==> src/design/tql_pkg.sv <==
// Shared types, constants and helpers of the tabular Q-learning agent.
`timescale 1ns / 1ps

package tql_pkg;

  // Configuration port widths
  localparam int unsigned CFG_IDX_W  = 8;
  localparam int unsigned CFG_DATA_W = 16;

  // Register indexes on the configuration port
  typedef enum logic [CFG_IDX_W-1:0] {
    CFG_LEARN_RATE   = 8'd0,
    CFG_DISCOUNT     = 8'd1,
    CFG_EXPLORE_RATE = 8'd2,
    CFG_TRAIN_MODE   = 8'd3
  } cfg_idx_e;

  // Register reset values
  localparam logic [15:0] LEARN_RATE_RST   = 16'd6554;
  localparam logic [15:0] DISCOUNT_RST     = 16'd58982;
  localparam logic [15:0] EXPLORE_RATE_RST = 16'd6554;
  localparam logic        TRAIN_MODE_RST   = 1'b1;

  // Velocity classes per position row
  localparam int unsigned VCLASSES = 3;
  localparam logic [1:0]  VC_FLOOR = 2'd0;
  localparam logic [1:0]  VC_RISE  = 2'd1;
  localparam logic [1:0]  VC_FALL  = 2'd2;

  // Random generator
  localparam logic [15:0] LFSR_SEED = 16'hACE1;
  localparam logic [2:0]  JUMP_MASK = 3'h7;

  // Value arithmetic, Q16.16
  localparam int unsigned VAL_W = 32;

  typedef struct packed {
    logic [15:0] learn_rate;
    logic [15:0] discount;
    logic [15:0] explore_rate;
    logic        train_mode;
  } cfg_t;

  typedef enum logic [2:0] {
    ST_CLEAR,
    ST_IDLE,
    ST_SCAN,
    ST_MUL_G,
    ST_TD,
    ST_MUL_A,
    ST_WRITE,
    ST_PICK
  } state_e;

  // One right shift of the Fibonacci LFSR, taps x^16+x^14+x^13+x^11
  function automatic logic [15:0] lfsr_step(input logic [15:0] s);
    logic fb;
    fb = s[0] ^ s[2] ^ s[3] ^ s[5];
    return {fb, s[15:1]};
  endfunction

endpackage

==> src/design/tql_if.sv <==


interface tql_cfg_if;
  logic                           valid;
  logic                           ready;
  logic [tql_pkg::CFG_IDX_W-1:0]  index;
  logic [tql_pkg::CFG_DATA_W-1:0] data;

  modport source (output valid, index, data, input ready);
  modport sink   (input valid, index, data, output ready);
endinterface

==> src/design/tql_cfg_regs.sv <==
// Configuration register file of the agent.
`timescale 1ns / 1ps

module tql_cfg_regs (
  input  logic          clk_i,
  input  logic          rst_ni,
  tql_cfg_if.sink       cfg_i,
  output tql_pkg::cfg_t cfg_o
);
  import tql_pkg::*;

  cfg_t cfg_q, cfg_d;
  logic wr;

  assign cfg_i.ready = 1'b1;
  assign wr = cfg_i.valid && cfg_i.ready;

  // Decode the register index, drop unknown ones
  always_comb begin
    cfg_d = cfg_q;
    if (wr) begin
      case (cfg_i.index)
        CFG_LEARN_RATE:   cfg_d.learn_rate   = cfg_i.data;
        CFG_DISCOUNT:     cfg_d.discount     = cfg_i.data;
        CFG_EXPLORE_RATE: cfg_d.explore_rate = cfg_i.data;
        CFG_TRAIN_MODE:   cfg_d.train_mode   = cfg_i.data[0];
        default:          cfg_d = cfg_q;
      endcase
    end
  end

  always_ff @(posedge clk_i or negedge rst_ni) begin
    if (!rst_ni) begin
      cfg_q.learn_rate   <= LEARN_RATE_RST;
      cfg_q.discount     <= DISCOUNT_RST;
      cfg_q.explore_rate <= EXPLORE_RATE_RST;
      cfg_q.train_mode   <= TRAIN_MODE_RST;
    end else begin
      cfg_q <= cfg_d;
    end
  end

  assign cfg_o = cfg_q;

endmodule

==> src/flat_wrapper.sv <==
// flat-port wrapper written by rule: the top's interface ports become plain ports
module tql_cfg_regs_flat import tql_pkg::*;
  (clk_i, rst_ni, cfg_o, cfg_i_valid, cfg_i_index, cfg_i_data, cfg_i_ready);
  tql_cfg_if cfg_i_i ();
  input  logic clk_i;
  input  logic rst_ni;
  output tql_pkg::cfg_t cfg_o;
  input wire logic [$bits(cfg_i_i.valid)-1:0] cfg_i_valid;
  input wire logic [$bits(cfg_i_i.index)-1:0] cfg_i_index;
  input wire logic [$bits(cfg_i_i.data)-1:0] cfg_i_data;
  output wire logic [$bits(cfg_i_i.ready)-1:0] cfg_i_ready;
  assign cfg_i_i.valid = cfg_i_valid;
  assign cfg_i_i.index = cfg_i_index;
  assign cfg_i_i.data = cfg_i_data;
  assign cfg_i_ready = cfg_i_i.ready;
  tql_cfg_regs u_core (.clk_i(clk_i), .rst_ni(rst_ni), .cfg_i(cfg_i_i), .cfg_o(cfg_o));
endmodule
==> config.mk <==
export PLATFORM = sky130hd
export DESIGN_NAME = tql_cfg_regs_flat
export DESIGN_NICKNAME = d
export VERILOG_FILES = /design/src/design/tql_pkg.sv /design/src/design/tql_if.sv /design/src/design/tql_cfg_regs.sv /design/src/flat_wrapper.sv
export SDC_FILE = /design/constraint.sdc
export NUM_CORES = 1
export LEC_CHECK = 0
export BUFFER_PORTS_ARGS = -buffer_cell sky130_fd_sc_hd__buf_2
export CAP_MARGIN = 25
export CORE_MARGIN = 5
export CORE_UTILIZATION = 44
export DETAILED_ROUTE_END_ITERATION = 16
export GPL_ROUTABILITY_DRIVEN = 0
export PLACE_DENSITY = 0.76
export SETUP_SLACK_MARGIN = 0.5
export SYNTH_ARGS = -nofsm -noshare
export SYNTH_HDL_FRONTEND = slang
export SYNTH_SLANG_ARGS = --single-unit
==> constraint.sdc <==
create_clock -name clk_i -period 0.8 [get_ports clk_i]
set_input_delay 0 -clock clk_i [delete_from_list [all_inputs] [get_ports clk_i]]
set_output_delay 0 -clock clk_i [all_outputs]
set_load 0.005 [all_outputs]
# Yosys cells after proc, flatten, opt, wreduce, memory -nomap -nowiden
# Index checks and enable logic that the tools add are counted.
[word_totals] out_inout_bits=50 regBits=49 elab_cells=12
[classes] eq_ne=3 n_reduce_logical=5
[op_table] op="8-bit by 2-bit == test with 1-bit output (second input constant)" n=2
[op_table] op="8-bit by 1-bit == test with 1-bit output (second input constant)" n=1
[op_table] op="8-bit zero test" n=1
[op_table] op="2-bit AND reduction" n=4

# Logic depth before layout (Yosys ltp)
[logic_depth] ltp_word=2 mapped_depth=5 depth_no_buf=3

# Worst setup path before layout
# Ideal clock, no wire load.
[synth_path] path_kind="input -> register" start="in cfg_i_index[6]" end="reg u_core.cfg_q (netlist bit u_core.cfg_o[24])" path_buffers=2 setup_time_ns=0.125 required_time_ns=0.675 t_arrival_ns=1.154 stages=5 path_slack_ns=-0.479 cell_sequence="nor4b_4 and4b_1 buf_6 buf_12 mux2_4"
[synth_via] elab_chain_cells=2
[synth_rtl] item="start, declared" line="flat_wrapper.sv:9" text="input wire logic [$bits(cfg_i_i.index)-1:0] cfg_i_index;"
[synth_rtl] item="8-bit by 1-bit == test with 1-bit output" line="tql_cfg_regs.sv:22" text="case (cfg_i.index)"
[synth_rtl] item="2-bit AND reduction (no line)"
[synth_rtl] item="end signal, assigned" line="tql_cfg_regs.sv:39" text="cfg_q <= cfg_d;"
[synth_rtl] item="end, declared" line="tql_cfg_regs.sv:12" text="cfg_t cfg_q, cfg_d;"
# Every way passes these cells.
# A chain may end at the register's enable or synchronous reset.

# Worst setup path in the final report
# Ends and elaborated chain as after synthesis.

==> results.sh <==
export IMPL_status="finished, violations left"
export IMPL_violations="negative hold slack, negative setup slack"
export IMPL_diodes=0
export IMPL_synth_area_leader_cell="dfstp_2"
export IMPL_synth_compound_area_share_pct=0
export IMPL_finalCritPeriodShare_pct=126.2
export IMPL_path_class="in2reg"
export IMPL_setup_slack_ns=-0.2097
export IMPL_via_per_inst=5.008
export IMPL_hold_viol=98
export IMPL_muxShareOfSynthArea_pct=30.51
export IMPL_cp_start_kind="input port"
export IMPL_ios=77
export IMPL_holdWs_ns=-0.3382
export IMPL_synth_top_family_by_area="multiplexers"
export IMPL_worstPathArrival_ns=1.21
export IMPL_drt_total_wl_um=4535
export IMPL_maxSlewViolCount=0
export IMPL_fmax_ghz=0.9904
export IMPL_grt_first_pass_wirelength_um=7320
export IMPL_grt_remaining_overflow=0
export IMPL_largest_reg_flops=49
export IMPL_die_x_um=78.33
export IMPL_num_vias=1277
export IMPL_final_cell_mix="56 x buf_2, 32 x mux2_4, 25 x dfrtp_1, 24 x dfstp_2, 23 x buf_6"
export IMPL_initial_core_util_pct=46.23
export IMPL_drc=0
export IMPL_htreeDepth=2
export IMPL_wl_per_cell_um=17.78
export IMPL_timing_critical_path_required_ns=1.00
export IMPL_hold_path_class="in2async"
export IMPL_design_area_um2=2836
export IMPL_rsz0062_at_grt="yes"
export IMPL_core_area_um2=4444
export IMPL_slowest_delay_ns=0.34
export IMPL_cts_sinks=49
export IMPL_path_delay_family="simple AND/OR/NAND/NOR gates"
export IMPL_tritoncts="built"
export IMPL_clkTransAtPathRegs_ns=0.09
export IMPL_grt_max_degree=50
export IMPL_synth_seq_area_share_pct=61.14
export IMPL_firstDrtPassIters=3
export IMPL_power_uw=4708
export IMPL_critPathSlowestCell="and4b_2"
export IMPL_synth_seq_cells=49
export IMPL_grt_pass1_vias=1470
export IMPL_power_density_nw_per_um2=1660
export IMPL_period_needed_ns=1.010
export IMPL_grtUsageTotal_pct=15.32
export IMPL_syn_avg_cell_area_um2=18.51
export IMPL_synth_top_cells_by_area="dfstp_2 31%, dfrtp_1 30%, mux2_2 16%"
export IMPL_yosys_warnings=0
export IMPL_p_leak_uw=0.001460
export IMPL_drive_gt1_share_pct=85.71
export IMPL_nets=229
export IMPL_antenna_found_initial=0
export IMPL_syn2layout_area_growth_pct=38.06
export IMPL_cts_buffers=5
export IMPL_endpoint_kind="register"
export IMPL_dp_hpwl_um=3174
export IMPL_synthXorXnorAreaFrac_pct=0
export IMPL_synth_simple_area_share_pct=4.202
export IMPL_drv_cap=0
export IMPL_fin_worst_skew_ns=0
export IMPL_cts_root_buf="clkbuf_8"
export IMPL_setup_viol_count_final=96
export IMPL_ys_types=14
export IMPL_place_area_um2=2506
export IMPL_synthAdderAreaFrac_pct=0
export IMPL_postRouteAntennaNets=0
export IMPL_clkLatencyLatePin_ns=0.30
export IMPL_dieArea_um2=6136
export IMPL_synth_top_area_share_pct=30.69
export IMPL_synth_cell_area_um2=2054
export IMPL_rows=24
export IMPL_ctsLongestPathBuffers=2
export IMPL_die_y_um=78.33
export IMPL_path_cells="buf_6, nor4b_4, and4b_2, clkbuf_16, mux2_4"
export IMPL_synthCells=111
export IMPL_io_buffers=75
export IMPL_crit_buf_inv=2
export IMPL_final_common_cell="buf_2"
export IMPL_drt_iter0_markers=31
export IMPL_critPathMaxFanout=8
export IMPL_synth_nets=138
export IMPL_ir_drop_uv=1010
## metal layers
metal	up-vias	GRT usage, %	routed length, um
met5	-	0	0
met4	0	5.944	110
met3	10	4.691	352
met2	52	25.60	2280
met1	641	18.63	1792
li1	574	-	-
## Yosys cell counts, drive strengths merged
cell type / count
dfstp: 24
nand4b: 1
conb: 1
buf: 6
nand4: 1
and4b: 1
nor3: 1
and4bb: 1
mux2: 49
dfrtp: 25
nor4b: 1
## report_power, final
group	total (uW)	internal [uW]	switching, uW	leakage (uW)
registers	2710	2640	73.4	0.000593
clock network	1440	617	821	0.0000374
logic	556	347	209	0.000829
total	4710	3600	1100	0.00146
## cell families after synthesis
kind of cell	count (synthesis)
AND/OR/NAND/NOR	6
buffers and inverters	6
flip-flops	49
other	1
multiplexers	49
## layout make-up
type	instances	area, um^2
fill	347	1608
sequential	49	1256
multi-input combinational	56	763.2
timing repair buffer	90	664.4
clock buffer	6	72.57
tap	52	65.06
clock inverter	2	15.01
## through the flow
| stage | utilization, % | setup TNS [ns] | cells | setup slack [ns] |
|---|---|---|---|---|
| floorplan | - | -16.91 | 111 | -0.4728 |
| global placement | 56.39 | -22.04 | 241 | -0.5191 |
| detailed placement | 56.39 | -23.98 | 241 | -0.5694 |
| CTS | 61.88 | -11.61 | 255 | -0.2245 |
| global route | 63.82 | -14.90 | 255 | -0.2668 |
| finish | 63.82 | -11.01 | 255 | -0.2097 |
## worst paths after layout
kind	to	slack, ns	start	depth (start not counted)
hold reg to reg	u_core.cfg_o[7]	0.50	u_core.cfg_o[7]	1
min in group clk_i	u_core.cfg_o[27]	-0.05	cfg_i_data[10]	2
hold / removal	u_core.cfg_o[6]	-0.34	rst_ni	2
setup / recovery	u_core.cfg_o[24]	-0.21	cfg_i_index[6]	5
max in group asynchronous	u_core.cfg_o[23]	0.85	rst_ni	2
setup reg to reg	u_core.cfg_o[30]	-0.03	u_core.cfg_o[30]	2
## what timing repair did
| action | in CTS | in global routing |
|---|---|---|
| resized for setup | 22 | 16 |
| setup buffers | 5 | 0 |
| pin swaps | 2 | 1 |
| hold endpoints to repair | 98 | 96 |
| gates cloned | 1 | 0 |
| endpoints found under the setup margin | 98 | 98 |
## worst reg2reg max path, stage by stage (launching register included)
cell and delay (ns):
dfstp_2 0.55, buf_4 0.10, mux2_4 0.12
Note: power is estimated with default switching activity, not from simulation.
