**config.mk**
```make
export PLATFORM = sky130hd
export DESIGN_NAME = tql_agent_ctrl_flat
export DESIGN_NICKNAME = d
export VERILOG_FILES = /design/src/design/tql_pkg.sv /design/src/design/tql_if.sv /design/src/design/tql_agent_ctrl.sv /design/src/flat_wrapper.sv
export SDC_FILE = /design/constraint.sdc
export NUM_CORES = 2
export LEC_CHECK = 0
export BUFFER_PORTS_ARGS = -buffer_cell sky130_fd_sc_hd__buf_2
export CORE_ASPECT_RATIO = 0.9
export CORE_MARGIN = 4
export CORE_UTILIZATION = 55
export CTS_CLUSTER_SIZE = 8
export DETAILED_ROUTE_END_ITERATION = 8
export GPL_ROUTABILITY_DRIVEN = 1
export HOLD_SLACK_MARGIN = 0.05
export PLACE_DENSITY = 0.72
export SYNTH_ARGS = -nofsm -noshare
export SYNTH_HDL_FRONTEND = slang
export SYNTH_SLANG_ARGS = --single-unit
```
**constraint.sdc**
```tcl
create_clock -name clk_i -period 8.5 [get_ports clk_i]
set_input_delay 0.85 -clock clk_i [delete_from_list [all_inputs] [get_ports clk_i]]
set_output_delay 0.85 -clock clk_i [all_outputs]
set_load 0.05 [all_outputs]
```
**src/design/tql_pkg.sv**
```systemverilog
// Shared types, constants and helpers of the tabular Q-learning agent.
`timescale 1ns / 1ps

package tql_pkg;

  // Configuration port widths
  localparam int unsigned CFG_IDX_W  = 8;
  localparam int unsigned CFG_DATA_W = 16;

  // Register indexes on the configuration port
  typedef enum logic [CFG_IDX_W-1:0] {
    CFG_LEARN_RATE   = 8'd0,
    CFG_DISCOUNT     = 8'd1,
    CFG_EXPLORE_RATE = 8'd2,
    CFG_TRAIN_MODE   = 8'd3
  } cfg_idx_e;

  // Register reset values
  localparam logic [15:0] LEARN_RATE_RST   = 16'd6554;
  localparam logic [15:0] DISCOUNT_RST     = 16'd58982;
  localparam logic [15:0] EXPLORE_RATE_RST = 16'd6554;
  localparam logic        TRAIN_MODE_RST   = 1'b1;

  // Velocity classes per position row
  localparam int unsigned VCLASSES = 3;
  localparam logic [1:0]  VC_FLOOR = 2'd0;
  localparam logic [1:0]  VC_RISE  = 2'd1;
  localparam logic [1:0]  VC_FALL  = 2'd2;

  // Random generator
  localparam logic [15:0] LFSR_SEED = 16'hACE1;
  localparam logic [2:0]  JUMP_MASK = 3'h7;

  // Value arithmetic, Q16.16
  localparam int unsigned VAL_W = 32;

  typedef struct packed {
    logic [15:0] learn_rate;
    logic [15:0] discount;
    logic [15:0] explore_rate;
    logic        train_mode;
  } cfg_t;

  typedef enum logic [2:0] {
    ST_CLEAR,
    ST_IDLE,
    ST_SCAN,
    ST_MUL_G,
    ST_TD,
    ST_MUL_A,
    ST_WRITE,
    ST_PICK
  } state_e;

  // One right shift of the Fibonacci LFSR, taps x^16+x^14+x^13+x^11
  function automatic logic [15:0] lfsr_step(input logic [15:0] s);
    logic fb;
    fb = s[0] ^ s[2] ^ s[3] ^ s[5];
    return {fb, s[15:1]};
  endfunction

endpackage

```
**src/design/tql_if.sv**
```systemverilog
// Channel interfaces of the agent: observations, actions and register writes.
`timescale 1ns / 1ps

interface tql_obs_if;
  logic               valid;
  logic               ready;
  logic [7:0]         position;
  logic               on_floor;
  logic               moving_up;
  logic signed [31:0] reward;
  logic               episode_start;

  modport source (output valid, position, on_floor, moving_up, reward, episode_start,
                  input ready);
  modport sink   (input valid, position, on_floor, moving_up, reward, episode_start,
                  output ready);
endinterface

interface tql_act_if;
  logic valid;
  logic ready;
  logic action;
  logic was_random;

  modport source (output valid, action, was_random, input ready);
  modport sink   (input valid, action, was_random, output ready);
endinterface


```
**src/design/tql_agent_ctrl.sv**
```systemverilog
// Sequencer and datapath: row scan, value update, action choice and output register.
`timescale 1ns / 1ps

module tql_agent_ctrl #(
  parameter int unsigned POSITIONS = 256,
  parameter int unsigned ACTIONS   = 2,
  localparam int unsigned DEPTH = POSITIONS * tql_pkg::VCLASSES * ACTIONS,
  localparam int unsigned DAW   = $clog2(DEPTH)
) (
  input  logic                        clk_i,
  input  logic                        rst_ni,
  input  tql_pkg::cfg_t               cfg_i,
  tql_obs_if.sink                     obs_i,
  tql_act_if.source                   act_o,
  output logic                        mem_we_o,
  output logic [DAW-1:0]              mem_waddr_o,
  output logic [tql_pkg::VAL_W-1:0]   mem_wdata_o,
  output logic [DAW-1:0]              mem_raddr_o,
  input  logic [tql_pkg::VAL_W-1:0]   mem_rdata_i
);
  import tql_pkg::*;

  localparam int unsigned ROWS = POSITIONS * VCLASSES;
  localparam int unsigned SW   = $clog2(ROWS);
  localparam int unsigned AW   = $clog2(ACTIONS);
  localparam int unsigned CW   = $clog2(ACTIONS + 2);

  // Control state
  state_e          state_q, state_d;
  logic [DAW-1:0]  clr_cnt_q, clr_cnt_d;
  logic [CW-1:0]   iss_cnt_q, iss_cnt_d;
  logic            rd_vld_q, rd_vld_d;
  logic            upd_q, upd_d;
  logic            rescan_q, rescan_d;
  logic [SW-1:0]   last_state_q, last_state_d;
  logic [AW-1:0]   last_act_q, last_act_d;
  logic [15:0]     lfsr_q, lfsr_d;
  logic            out_vld_q, out_vld_d;

  // Datapath registers
  logic [SW-1:0]        now_q;
  logic signed [31:0]   reward_q;
  logic [CW-1:0]        rd_idx_q;
  logic signed [31:0]   max_q;
  logic [AW-1:0]        arg_q;
  logic signed [31:0]   qv_q;
  logic signed [48:0]   prod_g_q;
  logic signed [34:0]   td_q;
  logic signed [51:0]   prod_a_q;
  logic                 out_act_q;
  logic                 out_rnd_q;

  // Combinational helpers
  logic               accept;
  logic               out_free;
  logic [1:0]         vclass;
  logic [SW-1:0]      pos_c;
  logic [SW-1:0]      now_d;
  logic [CW-1:0]      iss_last;
  logic               iss_en;
  logic               scan_done;
  logic [DAW-1:0]     prev_slot;
  logic signed [31:0] rdata_s;
  logic signed [32:0] gm;
  logic signed [34:0] td_d;
  logic signed [35:0] delta;
  logic signed [36:0] nv;
  logic signed [31:0] nv_sat;
  logic [15:0]        lfsr1, lfsr2;
  logic               rnd;
  logic [AW-1:0]      act_full;

  assign accept   = obs_i.valid && obs_i.ready;
  assign out_free = !out_vld_q || act_o.ready;
  assign rdata_s  = $signed(mem_rdata_i);

  // Form the state index of the observation, clamp the position
  always_comb begin
    if (obs_i.on_floor) begin
      vclass = VC_FLOOR;
    end else if (obs_i.moving_up) begin
      vclass = VC_RISE;
    end else begin
      vclass = VC_FALL;
    end
    if (32'(obs_i.position) >= POSITIONS) begin
      pos_c = SW'(POSITIONS - 1);
    end else begin
      pos_c = SW'(obs_i.position);
    end
    now_d = SW'(32'(pos_c) * VCLASSES + 32'(vclass));
  end

  // Row reads first, then the previous slot on the first pass
  assign iss_last  = rescan_q ? CW'(ACTIONS - 1) : CW'(ACTIONS);
  assign iss_en    = (state_q == ST_SCAN) && (iss_cnt_q <= iss_last);
  assign scan_done = rd_vld_q && (rd_idx_q == iss_last);
  assign prev_slot = DAW'(32'(last_state_q) * ACTIONS + 32'(last_act_q));

  always_comb begin
    if (iss_cnt_q == CW'(ACTIONS)) begin
      mem_raddr_o = prev_slot;
    end else begin
      mem_raddr_o = DAW'(32'(now_q) * ACTIONS + 32'(iss_cnt_q));
    end
  end

  // Update arithmetic: round-half-up scaling by 2^-16, saturate the sum
  always_comb begin
    gm    = 33'((prod_g_q + 49'sd32768) >>> 16);
    td_d  = 35'(reward_q) + 35'(gm) - 35'(qv_q);
    delta = 36'((prod_a_q + 52'sd32768) >>> 16);
    nv    = 37'(qv_q) + 37'(delta);
    if (nv[36:31] == 6'b000000 || nv[36:31] == 6'b111111) begin
      nv_sat = nv[31:0];
    end else if (nv[36]) begin
      nv_sat = 32'sh8000_0000;
    end else begin
      nv_sat = 32'sh7fff_ffff;
    end
  end

  // Exploration draw
  always_comb begin
    lfsr1 = lfsr_step(lfsr_q);
    lfsr2 = lfsr_step(lfsr1);
    rnd   = cfg_i.train_mode && (lfsr1 < cfg_i.explore_rate);
    if (rnd) begin
      act_full = AW'((lfsr2[2:0] & JUMP_MASK) == 3'b000);
    end else begin
      act_full = arg_q;
    end
  end

  // Next state and outputs
  always_comb begin
    state_d      = state_q;
    clr_cnt_d    = clr_cnt_q;
    iss_cnt_d    = iss_cnt_q;
    rd_vld_d     = iss_en;
    upd_d        = upd_q;
    rescan_d     = rescan_q;
    last_state_d = last_state_q;
    last_act_d   = last_act_q;
    lfsr_d       = lfsr_q;
    out_vld_d    = out_vld_q && !act_o.ready;
    obs_i.ready  = 1'b0;
    mem_we_o     = 1'b0;
    mem_waddr_o  = prev_slot;
    mem_wdata_o  = nv_sat;

    if (iss_en) begin
      iss_cnt_d = iss_cnt_q + CW'(1);
    end

    case (state_q)
      ST_CLEAR: begin
        mem_we_o    = 1'b1;
        mem_waddr_o = clr_cnt_q;
        mem_wdata_o = '0;
        clr_cnt_d   = clr_cnt_q + DAW'(1);
        if (clr_cnt_q == DAW'(DEPTH - 1)) begin
          state_d = ST_IDLE;
        end
      end
      ST_IDLE: begin
        obs_i.ready = 1'b1;
        if (obs_i.valid) begin
          upd_d     = cfg_i.train_mode && !obs_i.episode_start;
          rescan_d  = 1'b0;
          iss_cnt_d = '0;
          state_d   = ST_SCAN;
        end
      end
      ST_SCAN: begin
        if (scan_done) begin
          if (!rescan_q && upd_q) begin
            state_d = ST_MUL_G;
          end else begin
            state_d = ST_PICK;
          end
        end
      end
      ST_MUL_G: state_d = ST_TD;
      ST_TD:    state_d = ST_MUL_A;
      ST_MUL_A: state_d = ST_WRITE;
      ST_WRITE: begin
        mem_we_o = 1'b1;
        // Rescan the row when the written entry lies in it
        if (last_state_q == now_q) begin
          rescan_d  = 1'b1;
          iss_cnt_d = '0;
          state_d   = ST_SCAN;
        end else begin
          state_d = ST_PICK;
        end
      end
      ST_PICK: begin
        if (out_free) begin
          out_vld_d    = 1'b1;
          last_state_d = now_q;
          last_act_d   = act_full;
          if (cfg_i.train_mode) begin
            lfsr_d = rnd ? lfsr2 : lfsr1;
          end
          state_d = ST_IDLE;
        end
      end
      default: state_d = ST_IDLE;
    endcase
  end

  always_ff @(posedge clk_i or negedge rst_ni) begin
    if (!rst_ni) begin
      state_q      <= ST_CLEAR;
      clr_cnt_q    <= '0;
      iss_cnt_q    <= '0;
      rd_vld_q     <= 1'b0;
      upd_q        <= 1'b0;
      rescan_q     <= 1'b0;
      last_state_q <= '0;
      last_act_q   <= '0;
      lfsr_q       <= LFSR_SEED;
      out_vld_q    <= 1'b0;
    end else begin
      state_q      <= state_d;
      clr_cnt_q    <= clr_cnt_d;
      iss_cnt_q    <= iss_cnt_d;
      rd_vld_q     <= rd_vld_d;
      upd_q        <= upd_d;
      rescan_q     <= rescan_d;
      last_state_q <= last_state_d;
      last_act_q   <= last_act_d;
      lfsr_q       <= lfsr_d;
      out_vld_q    <= out_vld_d;
    end
  end

  // Datapath: capture the item, track row max, run the multiplies, register the action
  always_ff @(posedge clk_i) begin
    if (accept) begin
      now_q    <= now_d;
      reward_q <= obs_i.reward;
    end
    rd_idx_q <= iss_cnt_q;
    if (rd_vld_q) begin
      if (rd_idx_q == CW'(ACTIONS)) begin
        qv_q <= rdata_s;
      end else if (rd_idx_q == '0 || rdata_s > max_q) begin
        max_q <= rdata_s;
        arg_q <= rd_idx_q[AW-1:0];
      end
    end
    if (state_q == ST_MUL_G) begin
      prod_g_q <= $signed({1'b0, cfg_i.discount}) * max_q;
    end
    if (state_q == ST_TD) begin
      td_q <= td_d;
    end
    if (state_q == ST_MUL_A) begin
      prod_a_q <= $signed({1'b0, cfg_i.learn_rate}) * td_q;
    end
    if (state_q == ST_PICK && out_free) begin
      out_act_q <= act_full[0];
      out_rnd_q <= rnd;
    end
  end

  assign act_o.valid      = out_vld_q;
  assign act_o.action     = out_act_q;
  assign act_o.was_random = out_rnd_q;

endmodule

```
**src/flat_wrapper.sv**
```systemverilog
// flat-port wrapper written by rule: the top's interface ports become plain ports
module tql_agent_ctrl_flat import tql_pkg::*;
#(
  parameter int unsigned POSITIONS = 256,
  parameter int unsigned ACTIONS   = 2,
  localparam int unsigned DEPTH = POSITIONS * tql_pkg::VCLASSES * ACTIONS,
  localparam int unsigned DAW   = $clog2(DEPTH)
)
  (clk_i, rst_ni, cfg_i, mem_we_o, mem_waddr_o, mem_wdata_o, mem_raddr_o, mem_rdata_i, obs_i_valid, obs_i_position, obs_i_on_floor, obs_i_moving_up, obs_i_reward, obs_i_episode_start, obs_i_ready, act_o_valid, act_o_action, act_o_was_random, act_o_ready);
  tql_obs_if obs_i_i ();
  tql_act_if act_o_i ();
  input  logic clk_i;
  input  logic rst_ni;
  input  tql_pkg::cfg_t cfg_i;
  output logic mem_we_o;
  output logic [DAW-1:0] mem_waddr_o;
  output logic [tql_pkg::VAL_W-1:0] mem_wdata_o;
  output logic [DAW-1:0] mem_raddr_o;
  input  logic [tql_pkg::VAL_W-1:0] mem_rdata_i;
  input wire logic [$bits(obs_i_i.valid)-1:0] obs_i_valid;
  input wire logic [$bits(obs_i_i.position)-1:0] obs_i_position;
  input wire logic [$bits(obs_i_i.on_floor)-1:0] obs_i_on_floor;
  input wire logic [$bits(obs_i_i.moving_up)-1:0] obs_i_moving_up;
  input wire logic [$bits(obs_i_i.reward)-1:0] obs_i_reward;
  input wire logic [$bits(obs_i_i.episode_start)-1:0] obs_i_episode_start;
  output wire logic [$bits(obs_i_i.ready)-1:0] obs_i_ready;
  output wire logic [$bits(act_o_i.valid)-1:0] act_o_valid;
  output wire logic [$bits(act_o_i.action)-1:0] act_o_action;
  output wire logic [$bits(act_o_i.was_random)-1:0] act_o_was_random;
  input wire logic [$bits(act_o_i.ready)-1:0] act_o_ready;
  assign obs_i_i.valid = obs_i_valid;
  assign obs_i_i.position = obs_i_position;
  assign obs_i_i.on_floor = obs_i_on_floor;
  assign obs_i_i.moving_up = obs_i_moving_up;
  assign obs_i_i.reward = obs_i_reward;
  assign obs_i_i.episode_start = obs_i_episode_start;
  assign obs_i_ready = obs_i_i.ready;
  assign act_o_valid = act_o_i.valid;
  assign act_o_action = act_o_i.action;
  assign act_o_was_random = act_o_i.was_random;
  assign act_o_i.ready = act_o_ready;
  tql_agent_ctrl #(.POSITIONS(POSITIONS), .ACTIONS(ACTIONS)) u_core (.clk_i(clk_i), .rst_ni(rst_ni), .cfg_i(cfg_i), .obs_i(obs_i_i), .act_o(act_o_i), .mem_we_o(mem_we_o), .mem_waddr_o(mem_waddr_o), .mem_wdata_o(mem_wdata_o), .mem_raddr_o(mem_raddr_o), .mem_rdata_i(mem_rdata_i));
endmodule
```
# Word level (Yosys, flattened, before mapping)
# Cells that the tools add are included.
[classes]
mux = 28
magnitude_cmp = 3
n_mul = 3
bitwise_logic = 7
n_eq_ne = 18
n_addsub = 10
reduce_logical = 28
[ops]
columns = ["operator", "count"]
rows = [
  ["$mux 32", 3],
  ["$add 52x17->52 const B", 1],
  ["$mul 17x35->52", 1],
  ["$add 49x17->49 const B", 1],
  ["$mul 17x32->49", 1],
  ["$add 32x36->37", 1],
  ["$sub 34x32->35", 1],
  ["$add 32x33->34", 1],
  ["$gt 32x32->1", 1],
  ["$pmux 3 s8", 1],
  ["$mux 11", 2],
  ["$mux 3", 6],
  ["$lt 16x16->1", 1],
  ["$mux 16", 1],
  ["$eq 3x3->1 const B", 4],
  ["$mux 2", 6],
  ["$add 11x1->11", 1],
  ["$add 11x1->11 const B", 1],
  ["$add 11x2->11", 1],
  ["$eq 11x11->1 const B", 1],
  ["$add 10x2->10", 1],
  ["$eq 10x10->1", 1],
  ["$mul 8x2->10 const B", 1],
  ["$reduce_and 3->1", 3],
  ["other kinds (24)", 55],
]
[totals]
output_inout_bits = 59
inputBits = 128
word_cells = 118
regBits = 294

# Depth between registers and ports, before layout
[logic_depth]
depth_word = 6
depth_mapped = 27
mapped_depth_nobuf = 25

# Worst setup path after synthesis
# Ideal clock, no wire load.
[synth_timing]
kind = "input to register"
from = "input cfg_i[35] (netlist bit)"
to = "register u_core.prod_a_q[51] (data pin)"
t_required_ns = 8.237
cell_stages = 23
setup_time_ns = 0.263
setup_slack_ns = 1.280
t_arrival_ns = 6.958
path_buffers = 2
cell_sequence = "clkbuf_1 > clkbuf_1 > nand2_1 > fa_1 > fa_1 > fa_1 > inv_1 > fa_1 > fa_1 > inv_1 > fa_1 > inv_1 > ha_1 > a21o_1 > a31o_2 > a22oi_1 > o211ai_1 > a311o_1 > a311oi_2 > nor3_1 > and4_1 > o41ai_2 > xnor2_1"
[synth_via]
elab_chain_cells = 1
[synth_lines]
columns = ["item", "line", "source"]
rows = [
  ["start, declared", "flat_wrapper.sv:14", "input tql_pkg::cfg_t cfg_i;"],
  ["$mul 17x35->52", "tql_agent_ctrl.sv:261", "prod_a_q <= $signed({1'b0, cfg_i.learn_rate}) * td_q;"],
  ["end signal, assigned", "tql_agent_ctrl.sv:261", ""],
  ["end, declared", "tql_agent_ctrl.sv:49", "logic signed [51:0] prod_a_q;"],
]
# Every way passes these cells.
# A chain may end at the register's enable or synchronous reset.

# Worst setup path after layout
[layout_timing]
from = "register u_core.max_q[10]"
to = "register u_core.prod_g_q[46] (data pin)"
[layout_via]
elab_chain_cells = 1
[layout_lines]
columns = ["item", "line", "source"]
rows = [
  ["start, declared", "tql_agent_ctrl.sv:44", "logic signed [31:0] max_q;"],
  ["start signal, assigned", "tql_agent_ctrl.sv:250", "max_q <= rdata_s;"],
  ["$mul 17x32->49", "tql_agent_ctrl.sv:255", "prod_g_q <= $signed({1'b0, cfg_i.discount}) * max_q;"],
  ["end signal, assigned", "tql_agent_ctrl.sv:255", ""],
  ["end, declared", "tql_agent_ctrl.sv:47", "logic signed [48:0] prod_g_q;"],
]
# Every way passes these cells.

==> out/qor.yml <==
place_congestion: 0.931
antenna_found_initial: 8
clk_path_buf_depth: 3
root_buffer: "clkbuf_16"
grt_usage: 0.274
fmax_mhz: 130
synth_cells: 5717
die_h_um: 303
grt_pass1_vias: 40700
yosys-top-cells-area: "fa_1 (40%), edfxtp_1 (12%), inv_1 (9.2%), ha_1 (8.9%), nand2_1 (5.8%)"
fp.dieArea_um2: 102000
synth_top_flop_cell: "edfxtp_1"
grt_max_degree: 48
crit_required_ps: 8770
viasPerCell: 5.46
synth.most_common_cell: "inv_1"
rsz0062_at_grt: "false"
cp-end-kind: "register"
worst_slew_pin_slew_ps: 1120
slew_headroom: 0.251
drive_gt1_frac: 0.0607
ys_top_cells_by_count: "inv_1 (1297), fa_1 (1052), nand2_1 (820), and2_1 (396), ha_1 (378)"
synthesis.area_um2: 53200
maxCapViolCount: 0
finalHoldViolations: 0
clk_latency_ps: 530
hpwl_mm: 111
timing.final.crit_share: 0.902
io_pins: 187
die_x_um: 336
drc: 0
synth_fp_nets: 7275
synth_edf_count: 215
cts.clk_slew.worst_paths_ps: 50
yosysSeqAreaShare: 0.145
routed_wl_mm: 135
overflow: 0
setup_viol: 0
start_util: 0.558
synth-seq-cells: 264
synthArstFlopShare: 0.178
synth_area_leader_cell: "fa_1"
crit_arrival_ps: 7940
ant_nets: 0
io_buffers: 186
vias: 38500
yosysTopAreaCellShare: 0.396
worst-setup-path-type: "register to register"
rows: 107
postCtsSetupBuffers: 0
areaGrowthSynthToFinish_pct: 6.06
htreeDepth: 2
synth_warnings: 0
tns_ps: 0
wl_per_cell_um: 19.1
cts_buffers: 39
path_max_fanout: 17
hold_path_class: "register to register"
status: "finished clean"
synth.distinct_cells: 79
nets: 7338
skew_ps: 23.9
cts_resized: 0
avgSynthCellArea_um2: 9.30
grt_pass1_wl_mm: 220
startpoint_type: "register"
period_needed_ps: 7670
clock-sinks: 264
cts_tree: "done"
timing.final.max_slew_violations: 0
drt_iter0_markers: 2545
n_fill_cell: 8327
drtPass1Iterations: 6
core_um2: 95300
holdBufCountCts: 0
## worst max-delay path, stage by stage, from the launching register on
cell	delay, ps
edfxtp_1	990
nand2_1	200
fa_1	550
inv_1	50
fa_1	490
fa_1	570
fa_1	440
fa_1	490
inv_1	50
fa_1	520
inv_1	50
ha_1	310
a211oi_1	300
a32oi_1	160
and2_1	230
a221oi_1	280
o21ai_1	190
o21ai_0	420
o21ai_1	270
a21oi_1	330
mux2_1	350
nand3b_1	150
## path summary, 6_finish.rpt
| path | startpoint | to | slack (ps) | cells after the start |
|---|---|---|---|---|
| setup / recovery | u_core.max_q[10] | u_core.prod_g_q[46] | 830 | 21 |
| hold / removal | u_core.iss_cnt_q[0] | u_core.rd_idx_q[0] | 370 | 0 |
| setup reg to reg | u_core.max_q[10] | u_core.prod_g_q[46] | 830 | 21 |
| hold reg to reg | u_core.iss_cnt_q[0] | u_core.rd_idx_q[0] | 370 | 0 |
| max in group asynchronous | rst_ni | u_core.last_state_q[3] | 7260 | 1 |
| min in group asynchronous | rst_ni | u_core.lfsr_q[4] | 530 | 1 |
## layout make-up
class / instances / area, um^2 / share of cell area
clock buffers: 56 / 1060 / 0.0188
repair buffers: 241 / 1340 / 0.0238
multi-input cells: 3937 / 39800 / 0.706
well taps: 1253 / 1570 / 0.0278
flip-flops and latches: 264 / 7680 / 0.136
inverters: 1297 / 4870 / 0.0864
diodes: 7 / 17.5 / 0.000311
clock inverters: 4 / 60.1 / 0.00107
## registers in the layout, indices dropped and copies added (netlist names), 11 cells and up
signal            cells
u_core.prod_a_q      37
u_core.max_q         32
u_core.qv_q          32
u_core.td_q          35
u_core.reward_q      32
u_core.lfsr_q        16
u_core.clr_cnt_q     11
u_core.prod_g_q      34
## kinds of logic (layout without fill, tap and decap cells)
kind of cell    count (synthesis)  after routing  share of synthesized area
compound gates                498            498                     0.0619
xor+xnor                      231            231                     0.0381
fa+ha+maj                    1430           1430                      0.485
buf+inv                      1516           1598                      0.108
flops                         264            264                      0.145
mux                            32             32                    0.00668
other cells                     0              7                          0
simple gates                 1746           1746                      0.156
## layout by cell type (no fill, tap or decap), types with 8 or more instances in the layout
master	count
dfstp_2	8
a211oi_1	23
o21a_1	58
nand4_1	35
o21ai_1	12
a21o_1	78
o21bai_1	15
a21oi_1	145
nand2b_1	19
nor3_1	111
xnor2_1	158
and3_1	53
inv_1	1296
ha_1	378
nor2b_1	22
nor2_1	174
edfxtp_1	215
o211ai_1	12
a221oi_1	8
buf_2	186
and2_1	395
nand2_1	820
a31oi_1	12
nand3_1	65
fa_1	1052
o21ai_0	68
clkbuf_1	16
mux2_2	27
xor2_1	73
buf_4	55
clkbuf_16	40
dfrtp_1	39
## per-layer routing
metal,GRT usage,wire (um),vias up
li1,-,-,17500
met1,0.383,56600,19300
met2,0.428,60200,1492
met3,0.0747,14000,216
met4,0.0722,3850,0
met5,0,0,-
## per-stage QoR
step / cells / worst slack, ps / util / hold WS, ps / area (um^2)
final: 7059 / 832 / 0.591 / 372 / 56400
after global routing: 7058 / 353 / 0.591 / 390 / 56400
after CTS: 7052 / 872 / 0.591 / 375 / 56400
after detailed placement: 6992 / 669 / 0.580 / 364 / 55200
after global placement: 6992 / 733 / 0.580 / 353 / 55200
after floorplan: 5717 / 1280 / - / 347 / 53200
Power is not shown: default switching activity piles up to over one toggle a cycle in this logic, so the estimate is an artifact.
